`config.mk`:
```
export PLATFORM = sky130hd
export DESIGN_NAME = sorted_timer_event_queue_core_flat
export DESIGN_NICKNAME = d
export VERILOG_FILES = /design/src/design/stq_pkg.sv /design/src/design/stq_in_if.sv /design/src/design/stq_out_if.sv /design/src/design/stq_mem.sv /design/src/design/stq_cmp.sv /design/src/design/stq_seq.sv /design/src/design/sorted_timer_event_queue_core.sv /design/src/flat_wrapper.sv
export VERILOG_INCLUDE_DIRS = /design/src /design/src/design
export SDC_FILE = /design/constraint.sdc
export NUM_CORES = 2
export LEC_CHECK = 0
export ABC_AREA = 1
export BUFFER_PORTS_ARGS = -buffer_cell sky130_fd_sc_hd__buf_4
export CELL_PAD_IN_SITES_DETAIL_PLACEMENT = 1
export CELL_PAD_IN_SITES_GLOBAL_PLACEMENT = 1
export CORE_ASPECT_RATIO = 0.8
export CORE_MARGIN = 10
export CORE_UTILIZATION = 25
export DETAILED_ROUTE_END_ITERATION = 7
export GPL_ROUTABILITY_DRIVEN = 0
export PLACE_DENSITY_LB_ADDON = 0.25
export SLEW_MARGIN = 10
export SYNTH_ARGS = -nofsm -noshare
export SYNTH_HDL_FRONTEND = slang
export SYNTH_HIERARCHICAL = 1
export SYNTH_SLANG_ARGS = --single-unit
```
`constraint.sdc`:
```
create_clock -name clk -period 28.7 [get_ports clk]
set_clock_uncertainty 0.05 [all_clocks]
set_input_delay 5.74 -clock clk [delete_from_list [all_inputs] [get_ports clk]]
set_output_delay 5.74 -clock clk [all_outputs]
set_load 0.03 [all_outputs]
```
`src/design/sorted_timer_event_queue_core_assert.svh`:
```
// Assertion macros for the sorted timer event queue core.
// Used by the sequencer; needs only the clock and active-low reset names passed in.
`ifndef SORTED_TIMER_EVENT_QUEUE_CORE_ASSERT_SVH
`define SORTED_TIMER_EVENT_QUEUE_CORE_ASSERT_SVH

// Property that must hold at every edge outside reset.
`define STQ_ASSERT(lbl, clk, rst_n, prop, msg) \
  lbl: assert property (@(posedge clk) disable iff (!rst_n) (prop)) else $error(msg);

// Condition in one cycle implies a consequence in the next.
`define STQ_ASSERT_NEXT(lbl, clk, rst_n, ante, cons, msg) \
  lbl: assert property (@(posedge clk) disable iff (!rst_n) (ante) |=> (cons)) else $error(msg);

`endif

```
`src/design/stq_pkg.sv`:
```
// Shared types and codes for the sorted timer event queue.
// No dependencies.
`default_nettype none

package stq_pkg;

  localparam int TIME_W = 32;
  localparam int OP_W   = 3;
  localparam int KIND_W = 4;

  typedef logic [TIME_W-1:0] tick_t;
  typedef logic [OP_W-1:0]   op_t;
  typedef logic [KIND_W-1:0] kind_t;

  localparam op_t OP_ADD     = 3'd0;
  localparam op_t OP_CANCEL  = 3'd1;
  localparam op_t OP_QUERY   = 3'd2;
  localparam op_t OP_ADVANCE = 3'd3;
  localparam op_t OP_CLEAR   = 3'd4;

  localparam kind_t KIND_ADDED      = 4'd0;
  localparam kind_t KIND_FULL       = 4'd1;
  localparam kind_t KIND_CANCELLED  = 4'd2;
  localparam kind_t KIND_FOUND      = 4'd3;
  localparam kind_t KIND_NOT_FOUND  = 4'd4;
  localparam kind_t KIND_FIRED      = 4'd5;
  localparam kind_t KIND_FIRED_NONE = 4'd6;
  localparam kind_t KIND_ADV_DONE   = 4'd7;
  localparam kind_t KIND_CLEARED    = 4'd8;

  // Flags from the entry compare unit
  typedef struct packed {
    logic dl_after;    // entry deadline above the deadline being added
    logic due;         // entry deadline at or below the advance target
    logic cancel_hit;  // entry matches the cancel rules
    logic query_hit;   // entry handler and payload both match
  } cmp_res_t;

endpackage

`default_nettype wire

```
`src/design/stq_in_if.sv`:
```
// Input channel of the timer queue: one operation per beat.
// Depends on stq_pkg.
`default_nettype none

interface stq_in_if #(
  parameter int HANDLER_BITS = 8,
  parameter int PAYLOAD_BITS = 16
) ();
  logic                    valid;
  logic                    ready;
  stq_pkg::op_t            operation;
  stq_pkg::tick_t          delay;
  stq_pkg::tick_t          new_time;
  logic [HANDLER_BITS-1:0] handler_id;
  logic [PAYLOAD_BITS-1:0] payload_id;

  modport source (
    output valid, operation, delay, new_time, handler_id, payload_id,
    input  ready
  );
  modport sink (
    input  valid, operation, delay, new_time, handler_id, payload_id,
    output ready
  );
endinterface

`default_nettype wire

```
`src/design/stq_out_if.sv`:
```
// Result channel of the timer queue: one result item per beat.
// Depends on stq_pkg.
`default_nettype none

interface stq_out_if #(
  parameter int HANDLER_BITS = 8,
  parameter int PAYLOAD_BITS = 16,
  parameter int COUNT_BITS   = 5
) ();
  logic                    valid;
  logic                    ready;
  stq_pkg::kind_t          kind;
  logic [HANDLER_BITS-1:0] fired_handler;
  logic [PAYLOAD_BITS-1:0] fired_payload;
  stq_pkg::tick_t          fire_time;
  stq_pkg::tick_t          remaining;
  logic [COUNT_BITS-1:0]   removed_count;
  logic [COUNT_BITS-1:0]   pending_count;
  stq_pkg::tick_t          served_count;
  logic                    last;

  modport source (
    output valid, kind, fired_handler, fired_payload, fire_time, remaining,
           removed_count, pending_count, served_count, last,
    input  ready
  );
  modport sink (
    input  valid, kind, fired_handler, fired_payload, fire_time, remaining,
           removed_count, pending_count, served_count, last,
    output ready
  );
endinterface

`default_nettype wire

```
`src/design/stq_mem.sv`:
```
// Entry store: one write port and one registered read port.
// Generic width and depth; no package dependency.
`default_nettype none

module stq_mem #(
  parameter int DEPTH = 16,
  parameter int WIDTH = 56
) (
  input  wire logic                     clk,
  input  wire logic                     we,
  input  wire logic [$clog2(DEPTH)-1:0] waddr,
  input  wire logic [WIDTH-1:0]         wdata,
  input  wire logic                     re,
  input  wire logic [$clog2(DEPTH)-1:0] raddr,
  output logic      [WIDTH-1:0]         rdata
);

  logic [WIDTH-1:0] mem [DEPTH];
  logic [WIDTH-1:0] rdata_r;

  always_ff @(posedge clk) begin
    if (we) begin
      mem[waddr] <= wdata;
    end
    if (re) begin
      rdata_r <= mem[raddr];
    end
  end

  assign rdata = rdata_r;

endmodule

`default_nettype wire

```
`src/design/stq_cmp.sv`:
```
// Shared compare unit: checks one stored entry against the current request.
// Depends on stq_pkg.
`default_nettype none

module stq_cmp #(
  parameter int HANDLER_BITS = 8,
  parameter int PAYLOAD_BITS = 16
) (
  input  wire stq_pkg::tick_t           entry_deadline,
  input  wire logic [HANDLER_BITS-1:0]  entry_handler,
  input  wire logic [PAYLOAD_BITS-1:0]  entry_payload,
  input  wire stq_pkg::tick_t           add_deadline,
  input  wire stq_pkg::tick_t           target_time,
  input  wire logic [HANDLER_BITS-1:0]  req_handler,
  input  wire logic [PAYLOAD_BITS-1:0]  req_payload,
  output stq_pkg::cmp_res_t             res
);
  import stq_pkg::*;

  logic h_null;
  logic p_null;
  logic p_eq;
  logic h_eq;

  assign h_null = (req_handler == '0);
  assign p_null = (req_payload == '0);
  assign p_eq   = (entry_payload == req_payload);
  assign h_eq   = (entry_handler == req_handler);

  always_comb begin
    res.dl_after   = (entry_deadline > add_deadline);
    res.due        = (entry_deadline <= target_time);
    // null handler matches on data; a full request matches data alone;
    // null data also takes entries with the same handler
    res.cancel_hit = (h_null && p_eq) || (!h_null && !p_null && p_eq) || (p_null && h_eq);
    res.query_hit  = h_eq && p_eq;
  end

endmodule

`default_nettype wire

```
`src/design/stq_seq.sv`:
```
// Timer queue sequencer: walks the circular entry store one entry a cycle in
// add/cancel/query via the shared compare unit. Uses stq_pkg, stq_mem, stq_cmp.
`default_nettype none
`include "sorted_timer_event_queue_core_assert.svh"

module stq_seq #(
  parameter int QUEUE_DEPTH  = 16,
  parameter int HANDLER_BITS = 8,
  parameter int PAYLOAD_BITS = 16
) (
  input  wire logic                                 clk,
  input  wire logic                                 rst_n,
  stq_in_if.sink                                    in_ch,
  output logic                                      res_valid,
  input  wire logic                                 res_ready,
  output stq_pkg::kind_t                            res_kind,
  output logic [HANDLER_BITS-1:0]                   res_handler,
  output logic [PAYLOAD_BITS-1:0]                   res_payload,
  output stq_pkg::tick_t                            res_fire_time,
  output stq_pkg::tick_t                            res_remaining,
  output logic [$clog2(QUEUE_DEPTH+1)-1:0]          res_removed,
  output logic [$clog2(QUEUE_DEPTH+1)-1:0]          res_pending,
  output stq_pkg::tick_t                            res_served,
  output logic                                      res_last
);
  import stq_pkg::*;

  localparam int CW = $clog2(QUEUE_DEPTH + 1);
  localparam int AW = $clog2(QUEUE_DEPTH);
  localparam int EW = TIME_W + HANDLER_BITS + PAYLOAD_BITS;
  localparam logic [CW-1:0] DEPTH_C = CW'(QUEUE_DEPTH);
  localparam logic [CW:0]   DEPTH_X = (CW+1)'(QUEUE_DEPTH);
  localparam logic [AW-1:0] LAST_SLOT = AW'(QUEUE_DEPTH - 1);

  localparam logic [2:0] S_IDLE = 3'd0;
  localparam logic [2:0] S_ADD  = 3'd1;
  localparam logic [2:0] S_CAN  = 3'd2;
  localparam logic [2:0] S_QRY  = 3'd3;
  localparam logic [2:0] S_ADV  = 3'd4;
  localparam logic [2:0] S_ADV2 = 3'd5;
  localparam logic [2:0] S_EMIT = 3'd6;

  logic [2:0]              state_r,   state_nxt;
  logic [CW-1:0]           count_r,   count_nxt;
  logic [AW-1:0]           head_r,    head_nxt;
  tick_t                   now_r,     now_nxt;
  tick_t                   served_r,  served_nxt;
  logic [CW-1:0]           idx_r,     idx_nxt;
  logic [CW-1:0]           rd_r,      rd_nxt;
  logic                    pend_r,    pend_nxt;
  tick_t                   dl_r,      dl_nxt;
  tick_t                   ntime_r,   ntime_nxt;
  logic [HANDLER_BITS-1:0] h_r,       h_nxt;
  logic [PAYLOAD_BITS-1:0] p_r,       p_nxt;
  kind_t                   kind_r,    kind_nxt;
  tick_t                   rem_r,     rem_nxt;
  logic [CW-1:0]           removed_r, removed_nxt;
  tick_t                   ft_r,      ft_nxt;

  logic                    mem_we;
  logic                    mem_re;
  logic [EW-1:0]           mem_wdata;
  logic [EW-1:0]           mem_rdata;
  logic [AW-1:0]           wr_phys;
  logic [AW-1:0]           rd_phys;
  logic [CW-1:0]           wr_log;
  logic [CW-1:0]           rd_log;
  logic                    new_sel;
  tick_t                   rd_dl;
  logic [HANDLER_BITS-1:0] rd_h;
  logic [PAYLOAD_BITS-1:0] rd_p;
  cmp_res_t                cmp;
  logic [TIME_W:0]         dl_sum;
  logic                    pop;

  // Logical position to slot in the circular store
  function automatic logic [AW-1:0] phys(input logic [CW-1:0] lg);
    logic [CW:0] s;
    s = (CW+1)'(head_r) + (CW+1)'(lg);
    if (s >= DEPTH_X) begin
      s = s - DEPTH_X;
    end
    return s[AW-1:0];
  endfunction

  assign rd_dl = mem_rdata[EW-1 -: TIME_W];
  assign rd_h  = mem_rdata[PAYLOAD_BITS +: HANDLER_BITS];
  assign rd_p  = mem_rdata[PAYLOAD_BITS-1:0];

  assign mem_wdata = new_sel ? {dl_r, h_r, p_r} : mem_rdata;
  assign dl_sum    = {1'b0, now_r} + {1'b0, in_ch.delay};
  assign in_ch.ready = (state_r == S_IDLE);

  always_comb begin
    wr_log = idx_r;
    rd_log = rd_r;
    if (state_r == S_ADD) begin
      rd_log = pend_r ? idx_r - CW'(2) : idx_r - CW'(1);
    end else if (state_r == S_ADV) begin
      rd_log = '0;
    end
  end

  assign wr_phys = phys(wr_log);
  assign rd_phys = phys(rd_log);

  stq_mem #(
    .DEPTH (QUEUE_DEPTH),
    .WIDTH (EW)
  ) u_mem (
    .clk   (clk),
    .we    (mem_we),
    .waddr (wr_phys),
    .wdata (mem_wdata),
    .re    (mem_re),
    .raddr (rd_phys),
    .rdata (mem_rdata)
  );

  stq_cmp #(
    .HANDLER_BITS (HANDLER_BITS),
    .PAYLOAD_BITS (PAYLOAD_BITS)
  ) u_cmp (
    .entry_deadline (rd_dl),
    .entry_handler  (rd_h),
    .entry_payload  (rd_p),
    .add_deadline   (dl_r),
    .target_time    (ntime_r),
    .req_handler    (h_r),
    .req_payload    (p_r),
    .res            (cmp)
  );

  assign pop = (state_r == S_ADV2) && cmp.due && res_ready;

  always_comb begin
    state_nxt   = state_r;
    count_nxt   = count_r;
    head_nxt    = head_r;
    now_nxt     = now_r;
    served_nxt  = served_r;
    idx_nxt     = idx_r;
    rd_nxt      = rd_r;
    pend_nxt    = pend_r;
    dl_nxt      = dl_r;
    ntime_nxt   = ntime_r;
    h_nxt       = h_r;
    p_nxt       = p_r;
    kind_nxt    = kind_r;
    rem_nxt     = rem_r;
    removed_nxt = removed_r;
    ft_nxt      = ft_r;
    mem_we      = 1'b0;
    mem_re      = 1'b0;
    new_sel     = 1'b0;

    unique case (state_r)
      S_IDLE: begin
        if (in_ch.valid) begin
          dl_nxt      = dl_sum[TIME_W] ? '1 : dl_sum[TIME_W-1:0];
          ntime_nxt   = in_ch.new_time;
          h_nxt       = in_ch.handler_id;
          p_nxt       = in_ch.payload_id;
          idx_nxt     = '0;
          rd_nxt      = '0;
          pend_nxt    = 1'b0;
          rem_nxt     = '0;
          removed_nxt = '0;
          ft_nxt      = '0;
          unique case (in_ch.operation)
            OP_ADD: begin
              if (count_r == DEPTH_C) begin
                kind_nxt  = KIND_FULL;
                state_nxt = S_EMIT;
              end else begin
                idx_nxt   = count_r;
                state_nxt = S_ADD;
              end
            end
            OP_CANCEL:  state_nxt = S_CAN;
            OP_QUERY:   state_nxt = S_QRY;
            OP_ADVANCE: state_nxt = S_ADV;
            OP_CLEAR: begin
              count_nxt = '0;
              kind_nxt  = KIND_CLEARED;
              state_nxt = S_EMIT;
            end
            default: state_nxt = S_IDLE;
          endcase
        end
      end

      S_ADD: begin
        // walk down from the tail, shifting later deadlines up one slot
        if (pend_r && cmp.dl_after) begin
          mem_we  = 1'b1;
          idx_nxt = idx_r - CW'(1);
          if (idx_r >= CW'(2)) begin
            mem_re   = 1'b1;
            pend_nxt = 1'b1;
          end else begin
            pend_nxt = 1'b0;
          end
        end else if (pend_r || idx_r == '0) begin
          mem_we    = 1'b1;
          new_sel   = 1'b1;
          count_nxt = count_r + CW'(1);
          kind_nxt  = KIND_ADDED;
          state_nxt = S_EMIT;
        end else begin
          mem_re   = 1'b1;
          pend_nxt = 1'b1;
        end
      end

      S_CAN: begin
        if (!pend_r && rd_r >= count_r) begin
          count_nxt = idx_r;
          kind_nxt  = KIND_CANCELLED;
          state_nxt = S_EMIT;
        end else begin
          if (rd_r < count_r) begin
            mem_re   = 1'b1;
            rd_nxt   = rd_r + CW'(1);
            pend_nxt = 1'b1;
          end else begin
            pend_nxt = 1'b0;
          end
          // compact kept entries toward the head
          if (pend_r) begin
            if (cmp.cancel_hit) begin
              removed_nxt = removed_r + CW'(1);
            end else begin
              mem_we  = 1'b1;
              idx_nxt = idx_r + CW'(1);
            end
          end
        end
      end

      S_QRY: begin
        if (pend_r && cmp.query_hit) begin
          rem_nxt   = rd_dl - now_r;
          kind_nxt  = KIND_FOUND;
          state_nxt = S_EMIT;
        end else if (!pend_r && rd_r >= count_r) begin
          kind_nxt  = KIND_NOT_FOUND;
          state_nxt = S_EMIT;
        end else if (rd_r < count_r) begin
          mem_re   = 1'b1;
          rd_nxt   = rd_r + CW'(1);
          pend_nxt = 1'b1;
        end else begin
          pend_nxt = 1'b0;
        end
      end

      S_ADV: begin
        if (count_r == '0) begin
          now_nxt   = ntime_r;
          ft_nxt    = ntime_r;
          kind_nxt  = KIND_ADV_DONE;
          state_nxt = S_EMIT;
        end else begin
          mem_re    = 1'b1;
          state_nxt = S_ADV2;
        end
      end

      S_ADV2: begin
        if (cmp.due) begin
          // hold the head entry until the result slot frees
          if (res_ready) begin
            head_nxt   = (head_r == LAST_SLOT) ? '0 : head_r + AW'(1);
            count_nxt  = count_r - CW'(1);
            served_nxt = served_r + TIME_W'(1);
            now_nxt    = rd_dl;
            state_nxt  = S_ADV;
          end
        end else begin
          now_nxt   = ntime_r;
          ft_nxt    = ntime_r;
          kind_nxt  = KIND_ADV_DONE;
          state_nxt = S_EMIT;
        end
      end

      S_EMIT: begin
        if (res_ready) begin
          state_nxt = S_IDLE;
        end
      end

      default: state_nxt = S_IDLE;
    endcase
  end

  always_comb begin
    res_valid     = (state_r == S_EMIT) || (state_r == S_ADV2 && cmp.due);
    res_kind      = kind_r;
    res_handler   = '0;
    res_payload   = '0;
    res_fire_time = ft_r;
    res_remaining = rem_r;
    res_removed   = removed_r;
    res_pending   = count_r;
    res_served    = served_r;
    res_last      = 1'b1;
    if (state_r == S_ADV2) begin
      res_kind      = (rd_h != '0) ? KIND_FIRED : KIND_FIRED_NONE;
      res_handler   = rd_h;
      res_payload   = rd_p;
      res_fire_time = rd_dl;
      res_remaining = '0;
      res_removed   = '0;
      res_pending   = count_r - CW'(1);
      res_served    = served_r + TIME_W'(1);
      res_last      = 1'b0;
    end
  end

  always_ff @(posedge clk) begin
    if (!rst_n) begin
      state_r  <= S_IDLE;
      count_r  <= '0;
      head_r   <= '0;
      now_r    <= '0;
      served_r <= '0;
      idx_r    <= '0;
      rd_r     <= '0;
      pend_r   <= 1'b0;
    end else begin
      state_r  <= state_nxt;
      count_r  <= count_nxt;
      head_r   <= head_nxt;
      now_r    <= now_nxt;
      served_r <= served_nxt;
      idx_r    <= idx_nxt;
      rd_r     <= rd_nxt;
      pend_r   <= pend_nxt;
    end
  end

  always_ff @(posedge clk) begin
    dl_r      <= dl_nxt;
    ntime_r   <= ntime_nxt;
    h_r       <= h_nxt;
    p_r       <= p_nxt;
    kind_r    <= kind_nxt;
    rem_r     <= rem_nxt;
    removed_r <= removed_nxt;
    ft_r      <= ft_nxt;
  end

  `STQ_ASSERT(a_count_bound, clk, rst_n, count_r <= DEPTH_C, "entry count above depth")
  `STQ_ASSERT(a_no_write_idle, clk, rst_n, (state_r == S_IDLE || state_r == S_EMIT) |-> !mem_we, "store written outside a walk")
  `STQ_ASSERT_NEXT(a_pop_count, clk, rst_n, pop, count_r == $past(count_r) - CW'(1), "fired beat did not drop the head")
  `STQ_ASSERT_NEXT(a_served_hold, clk, rst_n, !pop, $stable(served_r), "served total moved without a fired beat")

endmodule

`default_nettype wire

```
`src/design/sorted_timer_event_queue_core.sv`:
```
// Sorted timer event queue. Add walks from the tail down to the insert slot,
// cancel walks every held entry, query walks until the first match; advance
// gives one fired beat per due entry, then a done beat; clear and a refused
// add go straight to their result. One item at a time: the next input beat is
// taken in the cycle after the last result enters the output slot; a stalled output holds it.
// Synchronous active-low reset empties the queue and zeroes time and served count.
`default_nettype none

module sorted_timer_event_queue_core #(
  parameter int QUEUE_DEPTH  = 16,
  parameter int HANDLER_BITS = 8,
  parameter int PAYLOAD_BITS = 16
) (
  input  wire logic  clk,
  input  wire logic  rst_n,
  stq_in_if.sink     in_ch,
  stq_out_if.source  out_ch
);
  import stq_pkg::*;

  localparam int CW = $clog2(QUEUE_DEPTH + 1);

  logic                    res_valid;
  logic                    res_ready;
  kind_t                   res_kind;
  logic [HANDLER_BITS-1:0] res_handler;
  logic [PAYLOAD_BITS-1:0] res_payload;
  tick_t                   res_fire_time;
  tick_t                   res_remaining;
  logic [CW-1:0]           res_removed;
  logic [CW-1:0]           res_pending;
  tick_t                   res_served;
  logic                    res_last;

  logic                    out_valid_r, out_valid_nxt;
  kind_t                   out_kind_r;
  logic [HANDLER_BITS-1:0] out_handler_r;
  logic [PAYLOAD_BITS-1:0] out_payload_r;
  tick_t                   out_fire_time_r;
  tick_t                   out_remaining_r;
  logic [CW-1:0]           out_removed_r;
  logic [CW-1:0]           out_pending_r;
  tick_t                   out_served_r;
  logic                    out_last_r;

  stq_seq #(
    .QUEUE_DEPTH  (QUEUE_DEPTH),
    .HANDLER_BITS (HANDLER_BITS),
    .PAYLOAD_BITS (PAYLOAD_BITS)
  ) u_seq (
    .clk           (clk),
    .rst_n         (rst_n),
    .in_ch         (in_ch),
    .res_valid     (res_valid),
    .res_ready     (res_ready),
    .res_kind      (res_kind),
    .res_handler   (res_handler),
    .res_payload   (res_payload),
    .res_fire_time (res_fire_time),
    .res_remaining (res_remaining),
    .res_removed   (res_removed),
    .res_pending   (res_pending),
    .res_served    (res_served),
    .res_last      (res_last)
  );

  // output slot takes a new beat when empty or draining this cycle
  assign res_ready     = !out_valid_r || out_ch.ready;
  assign out_valid_nxt = res_ready ? res_valid : out_valid_r;

  always_ff @(posedge clk) begin
    if (!rst_n) begin
      out_valid_r <= 1'b0;
    end else begin
      out_valid_r <= out_valid_nxt;
    end
  end

  always_ff @(posedge clk) begin
    if (res_valid && res_ready) begin
      out_kind_r      <= res_kind;
      out_handler_r   <= res_handler;
      out_payload_r   <= res_payload;
      out_fire_time_r <= res_fire_time;
      out_remaining_r <= res_remaining;
      out_removed_r   <= res_removed;
      out_pending_r   <= res_pending;
      out_served_r    <= res_served;
      out_last_r      <= res_last;
    end
  end

  assign out_ch.valid         = out_valid_r;
  assign out_ch.kind          = out_kind_r;
  assign out_ch.fired_handler = out_handler_r;
  assign out_ch.fired_payload = out_payload_r;
  assign out_ch.fire_time     = out_fire_time_r;
  assign out_ch.remaining     = out_remaining_r;
  assign out_ch.removed_count = out_removed_r;
  assign out_ch.pending_count = out_pending_r;
  assign out_ch.served_count  = out_served_r;
  assign out_ch.last          = out_last_r;

endmodule

`default_nettype wire
```
`src/flat_wrapper.sv`:
```
// flat-port wrapper written by rule: the top's interface ports become plain ports
module sorted_timer_event_queue_core_flat import stq_pkg::*;
#(
  parameter int QUEUE_DEPTH  = 16,
  parameter int HANDLER_BITS = 8,
  parameter int PAYLOAD_BITS = 16
)
  (clk, rst_n, in_ch_valid, in_ch_operation, in_ch_delay, in_ch_new_time, in_ch_handler_id, in_ch_payload_id, in_ch_ready, out_ch_valid, out_ch_kind, out_ch_fired_handler, out_ch_fired_payload, out_ch_fire_time, out_ch_remaining, out_ch_removed_count, out_ch_pending_count, out_ch_served_count, out_ch_last, out_ch_ready);
  stq_in_if #(.HANDLER_BITS(HANDLER_BITS), .PAYLOAD_BITS(PAYLOAD_BITS)) in_ch_i ();
  stq_out_if #(.HANDLER_BITS(HANDLER_BITS), .PAYLOAD_BITS(PAYLOAD_BITS)) out_ch_i ();
  input  wire logic clk;
  input  wire logic rst_n;
  input wire logic [$bits(in_ch_i.valid)-1:0] in_ch_valid;
  input wire logic [$bits(in_ch_i.operation)-1:0] in_ch_operation;
  input wire logic [$bits(in_ch_i.delay)-1:0] in_ch_delay;
  input wire logic [$bits(in_ch_i.new_time)-1:0] in_ch_new_time;
  input wire logic [$bits(in_ch_i.handler_id)-1:0] in_ch_handler_id;
  input wire logic [$bits(in_ch_i.payload_id)-1:0] in_ch_payload_id;
  output wire logic [$bits(in_ch_i.ready)-1:0] in_ch_ready;
  output wire logic [$bits(out_ch_i.valid)-1:0] out_ch_valid;
  output wire logic [$bits(out_ch_i.kind)-1:0] out_ch_kind;
  output wire logic [$bits(out_ch_i.fired_handler)-1:0] out_ch_fired_handler;
  output wire logic [$bits(out_ch_i.fired_payload)-1:0] out_ch_fired_payload;
  output wire logic [$bits(out_ch_i.fire_time)-1:0] out_ch_fire_time;
  output wire logic [$bits(out_ch_i.remaining)-1:0] out_ch_remaining;
  output wire logic [$bits(out_ch_i.removed_count)-1:0] out_ch_removed_count;
  output wire logic [$bits(out_ch_i.pending_count)-1:0] out_ch_pending_count;
  output wire logic [$bits(out_ch_i.served_count)-1:0] out_ch_served_count;
  output wire logic [$bits(out_ch_i.last)-1:0] out_ch_last;
  input wire logic [$bits(out_ch_i.ready)-1:0] out_ch_ready;
  assign in_ch_i.valid = in_ch_valid;
  assign in_ch_i.operation = in_ch_operation;
  assign in_ch_i.delay = in_ch_delay;
  assign in_ch_i.new_time = in_ch_new_time;
  assign in_ch_i.handler_id = in_ch_handler_id;
  assign in_ch_i.payload_id = in_ch_payload_id;
  assign in_ch_ready = in_ch_i.ready;
  assign out_ch_valid = out_ch_i.valid;
  assign out_ch_kind = out_ch_i.kind;
  assign out_ch_fired_handler = out_ch_i.fired_handler;
  assign out_ch_fired_payload = out_ch_i.fired_payload;
  assign out_ch_fire_time = out_ch_i.fire_time;
  assign out_ch_remaining = out_ch_i.remaining;
  assign out_ch_removed_count = out_ch_i.removed_count;
  assign out_ch_pending_count = out_ch_i.pending_count;
  assign out_ch_served_count = out_ch_i.served_count;
  assign out_ch_last = out_ch_i.last;
  assign out_ch_i.ready = out_ch_ready;
  sorted_timer_event_queue_core #(.QUEUE_DEPTH(QUEUE_DEPTH), .HANDLER_BITS(HANDLER_BITS), .PAYLOAD_BITS(PAYLOAD_BITS)) u_core (.clk(clk), .rst_n(rst_n), .in_ch(in_ch_i), .out_ch(out_ch_i));
endmodule
```
Word level (Yosys, flattened, before mapping)
Memories as Yosys holds them, arrays and structs flattened. A register that Yosys moved wholly into a read port is not among the register bits.
Cells that the tools add are included.
{ "totals": {"ff_bits": 384, "ram_bits": 896, "input_bits": 95, "out_inout_bits": 137, "elab_cells": 226, "n_memories": 1} }
{ "classes": {"n_addsub": 15, "magnitude_cmp": 7, "n_eq_ne": 36, "mux": 94, "n_reduce_logical": 47} }
{ "memory_table": {"columns": ["memory", "words", "width", "read_ports", "rd_clocked_by_memory_dff", "wr", "line", "text"], "rows": [
  ["u_core.u_seq.u_mem.mem", 16, 56, 1, 1, 1, "stq_mem.sv:18", "logic [WIDTH-1:0] mem [DEPTH];"]
]} }
{ "ops": {"columns": ["cell", "n"], "rows": [
  ["32-bit two-way mux", 8],
  ["32-bit case mux with 2 select lines", 2],
  ["5-bit two-way mux", 25],
  ["32-bit case mux with 3 select lines", 1],
  ["56-bit two-way mux", 1],
  ["4-bit two-way mux", 13],
  ["32-bit by 32-bit adder with 33-bit output", 1],
  ["32-bit by 1-bit adder with 32-bit output (second input constant)", 1],
  ["32-bit greater-than comparator", 1],
  ["32-bit less-or-equal comparator", 1],
  ["32-bit subtractor", 1],
  ["5-bit case mux with 3 select lines", 2],
  ["3-bit two-way mux", 9],
  ["4-bit case mux with 6 select lines", 1],
  ["1-bit two-way mux", 22],
  ["2-bit inequality test (second input constant)", 11],
  ["3-bit case mux with 7 select lines", 1],
  ["5-bit by 1-bit adder with 5-bit output (second input constant)", 4],
  ["5-bit case mux with 4 select lines", 1],
  ["16-bit == test", 1],
  ["16-bit zero test", 1],
  ["3-bit case mux with 5 select lines", 1],
  ["4-bit by 5-bit adder with 6-bit output", 2],
  ["3-bit by 2-bit == test with 1-bit output (second input constant)", 4],
  ["40 further kinds", 84]
]} }

Logic depth before layout (Yosys ltp)
{ "depth": {"ltp_word": 12, "mapped_depth": 22} }

Cells and area by module
The synthesis kept the hierarchy.
{ "modules_own_cells": {"columns": ["module", "instances", "cells_each", "area_each_um2"], "rows": [
  ["stq_mem", 1, 3690, 40239.8],
  ["stq_seq", 1, 2645, 17703.2],
  ["sorted_timer_event_queue_core", 1, 142, 4105.2],
  ["stq_cmp", 1, 326, 2073.2]
]} }

Least setup slack after synthesis
Ideal clock, no wire load.
{ "synth_timing": {"path_type": "input port to flip-flop", "start": "input out_ch_ready", "end": "register u_core.out_fire_time_r[0], in the netlist u_core/out_ch.fire_time[0] (enable)", "setup_time_ns": 0.675, "arrival_time_ns": 12.201, "path_slack_ns": 15.775, "path_stages": 2, "n_path_buf": 0, "cell_sequence": "inv_2 > a21oi_1"} }
{ "synth_between": {"elab_chain_cells": 2} }
{ "synth_rtl": {"columns": ["element", "line", "text"], "rows": [
  ["start, declared", "flat_wrapper.sv:30", "input wire logic [$bits(out_ch_i.ready)-1:0] out_ch_ready;"],
  ["1-bit logical OR", "sorted_timer_event_queue_core.sv:68", "assign res_ready = !out_valid_r || out_ch.ready;"],
  ["1-bit logical AND", "sorted_timer_event_queue_core.sv:80", "if (res_valid && res_ready) begin"],
  ["end signal, assigned", "sorted_timer_event_queue_core.sv:84", "out_fire_time_r <= res_fire_time;"],
  ["end, declared", "sorted_timer_event_queue_core.sv:39", "tick_t out_fire_time_r;"]
]} }
Every way passes these cells.
A chain may end at the register's enable or synchronous reset.

Worst setup path after layout
{ "layout_timing": {"start": "input in_ch_delay[0]", "end": "register u_core.u_seq.dl_r[2] (data pin)"} }
{ "layout_between": {"elab_chain_cells": 1} }
{ "layout_rtl": {"columns": ["element", "line", "text"], "rows": [
  ["start, declared", "flat_wrapper.sv:15", "input wire logic [$bits(in_ch_i.delay)-1:0] in_ch_delay;"],
  ["32-bit by 32-bit adder with 33-bit output", "stq_seq.sv:91", "assign dl_sum = {1'b0, now_r} + {1'b0, in_ch.delay};"],
  ["end signal, assigned", "stq_seq.sv:345", "dl_r <= dl_nxt;"],
  ["end, declared", "stq_seq.sv:51", "tick_t dl_r, dl_nxt;"]
]} }
Every way passes these cells.

==> metrics.cfg <==
[synthesis]
syn_area_um2 = 64100
yosysSeqAreaShare_pct = 61.2
synth.net_count = 7054
synth.distinct_cells = 51
yosysWarnings = 6
syn_inst = 6803
syn_avg_cell_area_um2 = 9.43
synth_ff_type = edfxtp_1
synth_edf_count = 1248
ys_ff_latch = 1336
synth-async-reset-ratio_pct = 0

[worst_setup_path]
path_buf_inv = 2
crit_type = input port to register
r2r_slack_ps = 22670
slowest_delay_ps = 640
crit_fanout = 19
path_common_cell = nand2_1
cp-end-kind = register
cp.arrival_ps = 8540
cpMaxStageDelayCell = a21oi_2
cp.required_ps = 29170
crit_family = compound AO/OA/AOI/OAI gates
crit_path_start_kind = input port
worstPathCellList = buf_4 > ha_1 > fa_1 > nand2_1 > o21ai_1 > nand2_1 > nand2_1 > nand2_1 > nand2_1 > a21oi_2 > buf_4 > o21ai_0

[grt]
grt_antenna_before_repair = 7
grt_pass1_wl_um = 323000
grt_start_max_net_pins = 231
grt_overflow = 0
track_usage_pct = 15.4
grt_pass1_vias = 47900

[power]
power_switching_share_pct = 41.5
p_int_mw = 4.67
comb_power_share_pct = 39.4
power_density_nw_per_um2 = 107
p_clk_share_pct = 24.4
irDropWorstVdd_uv = 126
p_switching_mw = 3.32
p_leak_nw = 31.7
power_frac_seq_pct = 36.2
p_total_mw = 7.99

[sta]
period_minus_slack_ps = 8070
rsz0062_at_grt = no
slew_viol_final = 0
fin_setup_tns_ps = 0
period_share_pct = 28.1
setup_violations = 0
max-slew-margin-rel_pct = 21.9
fin_hold_ws_ps = 454
tightest_slew_ps = 1170
final_hold_viol_count = 0
max_freq_ghz = 0.124

[routing]
vias = 47200
met1_length_um = 107000
final_antenna_net_count = 0
drt_iter0_markers = 2992
via_per_inst = 4.50
wl_per_cell_um = 21.1
top_layer_used = met5
drcViolationCount = 0
route.met3.wl_um = 10400
dr_wl_met2_um = 100000
wl_um = 222000
drtPass1Iterations = 5

[die]
die_h_um = 473
row_count = 166
start_util_pct = 25.1
boundaryPins = 232
die_x_um = 586
core_area_um2 = 255000
dieArea_um2 = 277000

[clock_tree]
cts_setup_buffers = 0
clockBufferDepth = 4
cts-root-buf = clkbuf_16
clk_latency_ps = 820
clock_sinks = 1336
hold_buffers = 0
cts_tree = yes
numCtsBuffers = 156
cts_max_level = 4
clk_pin_slew_ps = 60
post_cts_resized = 0

[cells_and_area]
mostFrequentLayoutCell = nand2_1
final_cell_mix = nand2_1 (2050), edfxtp_1 (1248), inv_1 (1198)
post_route_cells_drive_above_1_share_pct = 8.64
area_growth_pct = 16.0
nFillCells = 29300
nets = 7292
multi_input_area_um2 = 19000
ff_latch_area_um2 = 39200
fin_cells = 10500

[place]
dp.cells = 10200
port_buffers = 231
dp_hpwl_um = 140000

[flow_run]
max_cap_viol_count = 0

[hold_path]
hp-class = register to register

[outcome]
status = complete, no violations

[power groups by stage]
| stage | clock, mW | sequential [mW] | combinational (mW) |
|---|---|---|---|
| 2_1_floorplan | 0 | 2.85 | 2.14 |
| 3_3_place_gp | 0 | 2.94 | 3.11 |
| 3_5_place_dp | 0 | 2.94 | 3.17 |
| 4_1_cts | 2.01 | 2.91 | 3.18 |
| 5_1_grt | 2.09 | 2.92 | 3.55 |
| 6_report | 1.95 | 2.90 | 3.15 |
[final timing paths]
| path | start | endpoint | depth (start not counted) |
|---|---|---|---|
| worst max-delay path | in_ch_delay[0] | u_core/u_seq/dl_r[2] | 12 |
| worst max register to register | u_core/u_seq/state_r[0] | u_core/u_seq/u_mem/rdata[49] | 15 |
| worst min-delay path | u_core/u_seq/kind_r[2] | u_core/out_ch.kind[2] | 1 |
| worst min register to register | u_core/u_seq/kind_r[2] | u_core/out_ch.kind[2] | 1 |
[sequential cells by signal (all words and copies together), names as in the netlist, 5 cells and up]
| register | cells |
|---|---|
| u_core/u_seq/p_r | 16 |
| u_core/u_seq/count_r | 5 |
| u_core/u_seq/ft_r | 32 |
| u_core/out_ch.fired_handler | 8 |
| u_core/u_seq/u_mem/rdata | 56 |
| u_core/u_seq/rem_r | 32 |
| u_core/u_seq/rd_r | 5 |
| u_core/u_seq/removed_r | 5 |
| u_core/u_seq/h_r | 8 |
| u_core/out_ch.served_count | 32 |
| u_core/out_ch.pending_count | 5 |
| u_core/u_seq/now_r | 32 |
| u_core/out_ch.removed_count | 5 |
| u_core/out_ch.remaining | 32 |
| u_core/out_ch.fired_payload | 16 |
| u_core/u_seq/ntime_r | 32 |
| u_core/u_seq/served_r | 32 |
| u_core/out_ch.fire_time | 32 |
| u_core/u_seq/idx_r | 5 |
| u_core/u_seq/dl_r | 32 |
| u_core/u_seq/u_mem/mem | 896 |
[worst register-to-register path, cell delays in order, from the launching register on]
cell	delay, ps
dfxtp_1	470
inv_2	120
nor2_4	230
nand2_2	280
o21ai_0	330
o22ai_1	220
ha_4	220
fa_4	510
xor2_4	930
buf_12	590
inv_4	510
buf_4	430
buf_4	520
nand3_1	280
nand3_1	80
nand2_1	170
[layout make-up]
cell class,count,area share (%)
Antenna cell,2,0.00673
Clock buffer,190,5.50
Clock inverter,69,0.969
Inverter,1215,6.17
Multi-Input combinational cell,3990,25.5
Sequential cell,1336,52.8
Tap cell,3360,5.65
Timing Repair Buffer,342,3.47
[synth_stat cells, types with 4 or more instances]
library cell / n / area, um2
inv_1: 1200 / 4500
fa_1: 4 / 80.1
nor2_1: 309 / 1160
nand3_1: 799 / 4000
a31oi_1: 5 / 31.3
dfxtp_1: 88 / 1760
o21a_1: 7 / 52.6
buf_2: 117 / 586
xnor2_1: 32 / 280
a211oi_1: 5 / 37.5
buf_4: 10 / 75.1
buf_1: 15 / 56.3
edfxtp_1: 1248 / 37500
nand2_2: 9 / 56.3
nor3_1: 35 / 175
o21ai_1: 12 / 60.1
xor2_1: 39 / 342
nand4_1: 35 / 219
clkbuf_1: 65 / 244
o21ai_0: 246 / 1230
inv_2: 11 / 41.3
or2_2: 4 / 25.0
nor2_2: 7 / 43.8
o22ai_1: 4 / 25.0
o21bai_1: 9 / 67.6
nor2_4: 4 / 45.0
ha_1: 152 / 1900
nand2_1: 2052 / 7700
buf_6: 53 / 597
a21oi_1: 198 / 991
[routing by layer]
| metal | track usage, % | vias up |
|---|---|---|
| li1 | - | 22500 |
| met1 | 22.0 | 23600 |
| met2 | 24.6 | 879 |
| met3 | 2.55 | 270 |
| met4 | 3.43 | 6 |
| met5 | 0 | - |
[per-stage QoR]
| stage | setup WS (ps) | utilization, % | instance area, um2 |
|---|---|---|---|
| 2_1_floorplan | 15770 | - | 64100 |
| 3_3_place_gp | 19850 | 27.2 | 69600 |
| 3_5_place_dp | 19840 | 27.2 | 69600 |
| 4_1_cts | 20630 | 29.1 | 74400 |
| 5_1_grt | 20490 | 29.1 | 74400 |
| 6_report | 20630 | 29.1 | 74400 |
[kinds of logic (layout without fill, tap and decap cells)]
logic type	Yosys count	after routing	synth area share [%]
and+or+nand+nor	3266	3266	21.1
AOI/OAI and AO/OA	497	497	4.05
other	0	2	0
DFF	1336	1336	61.2
adders and majority gates	156	156	3.09
buffers and inverters	1477	1816	9.58
xor gates and xnor gates	71	71	0.970
Power figures use the tool's default switching activity.
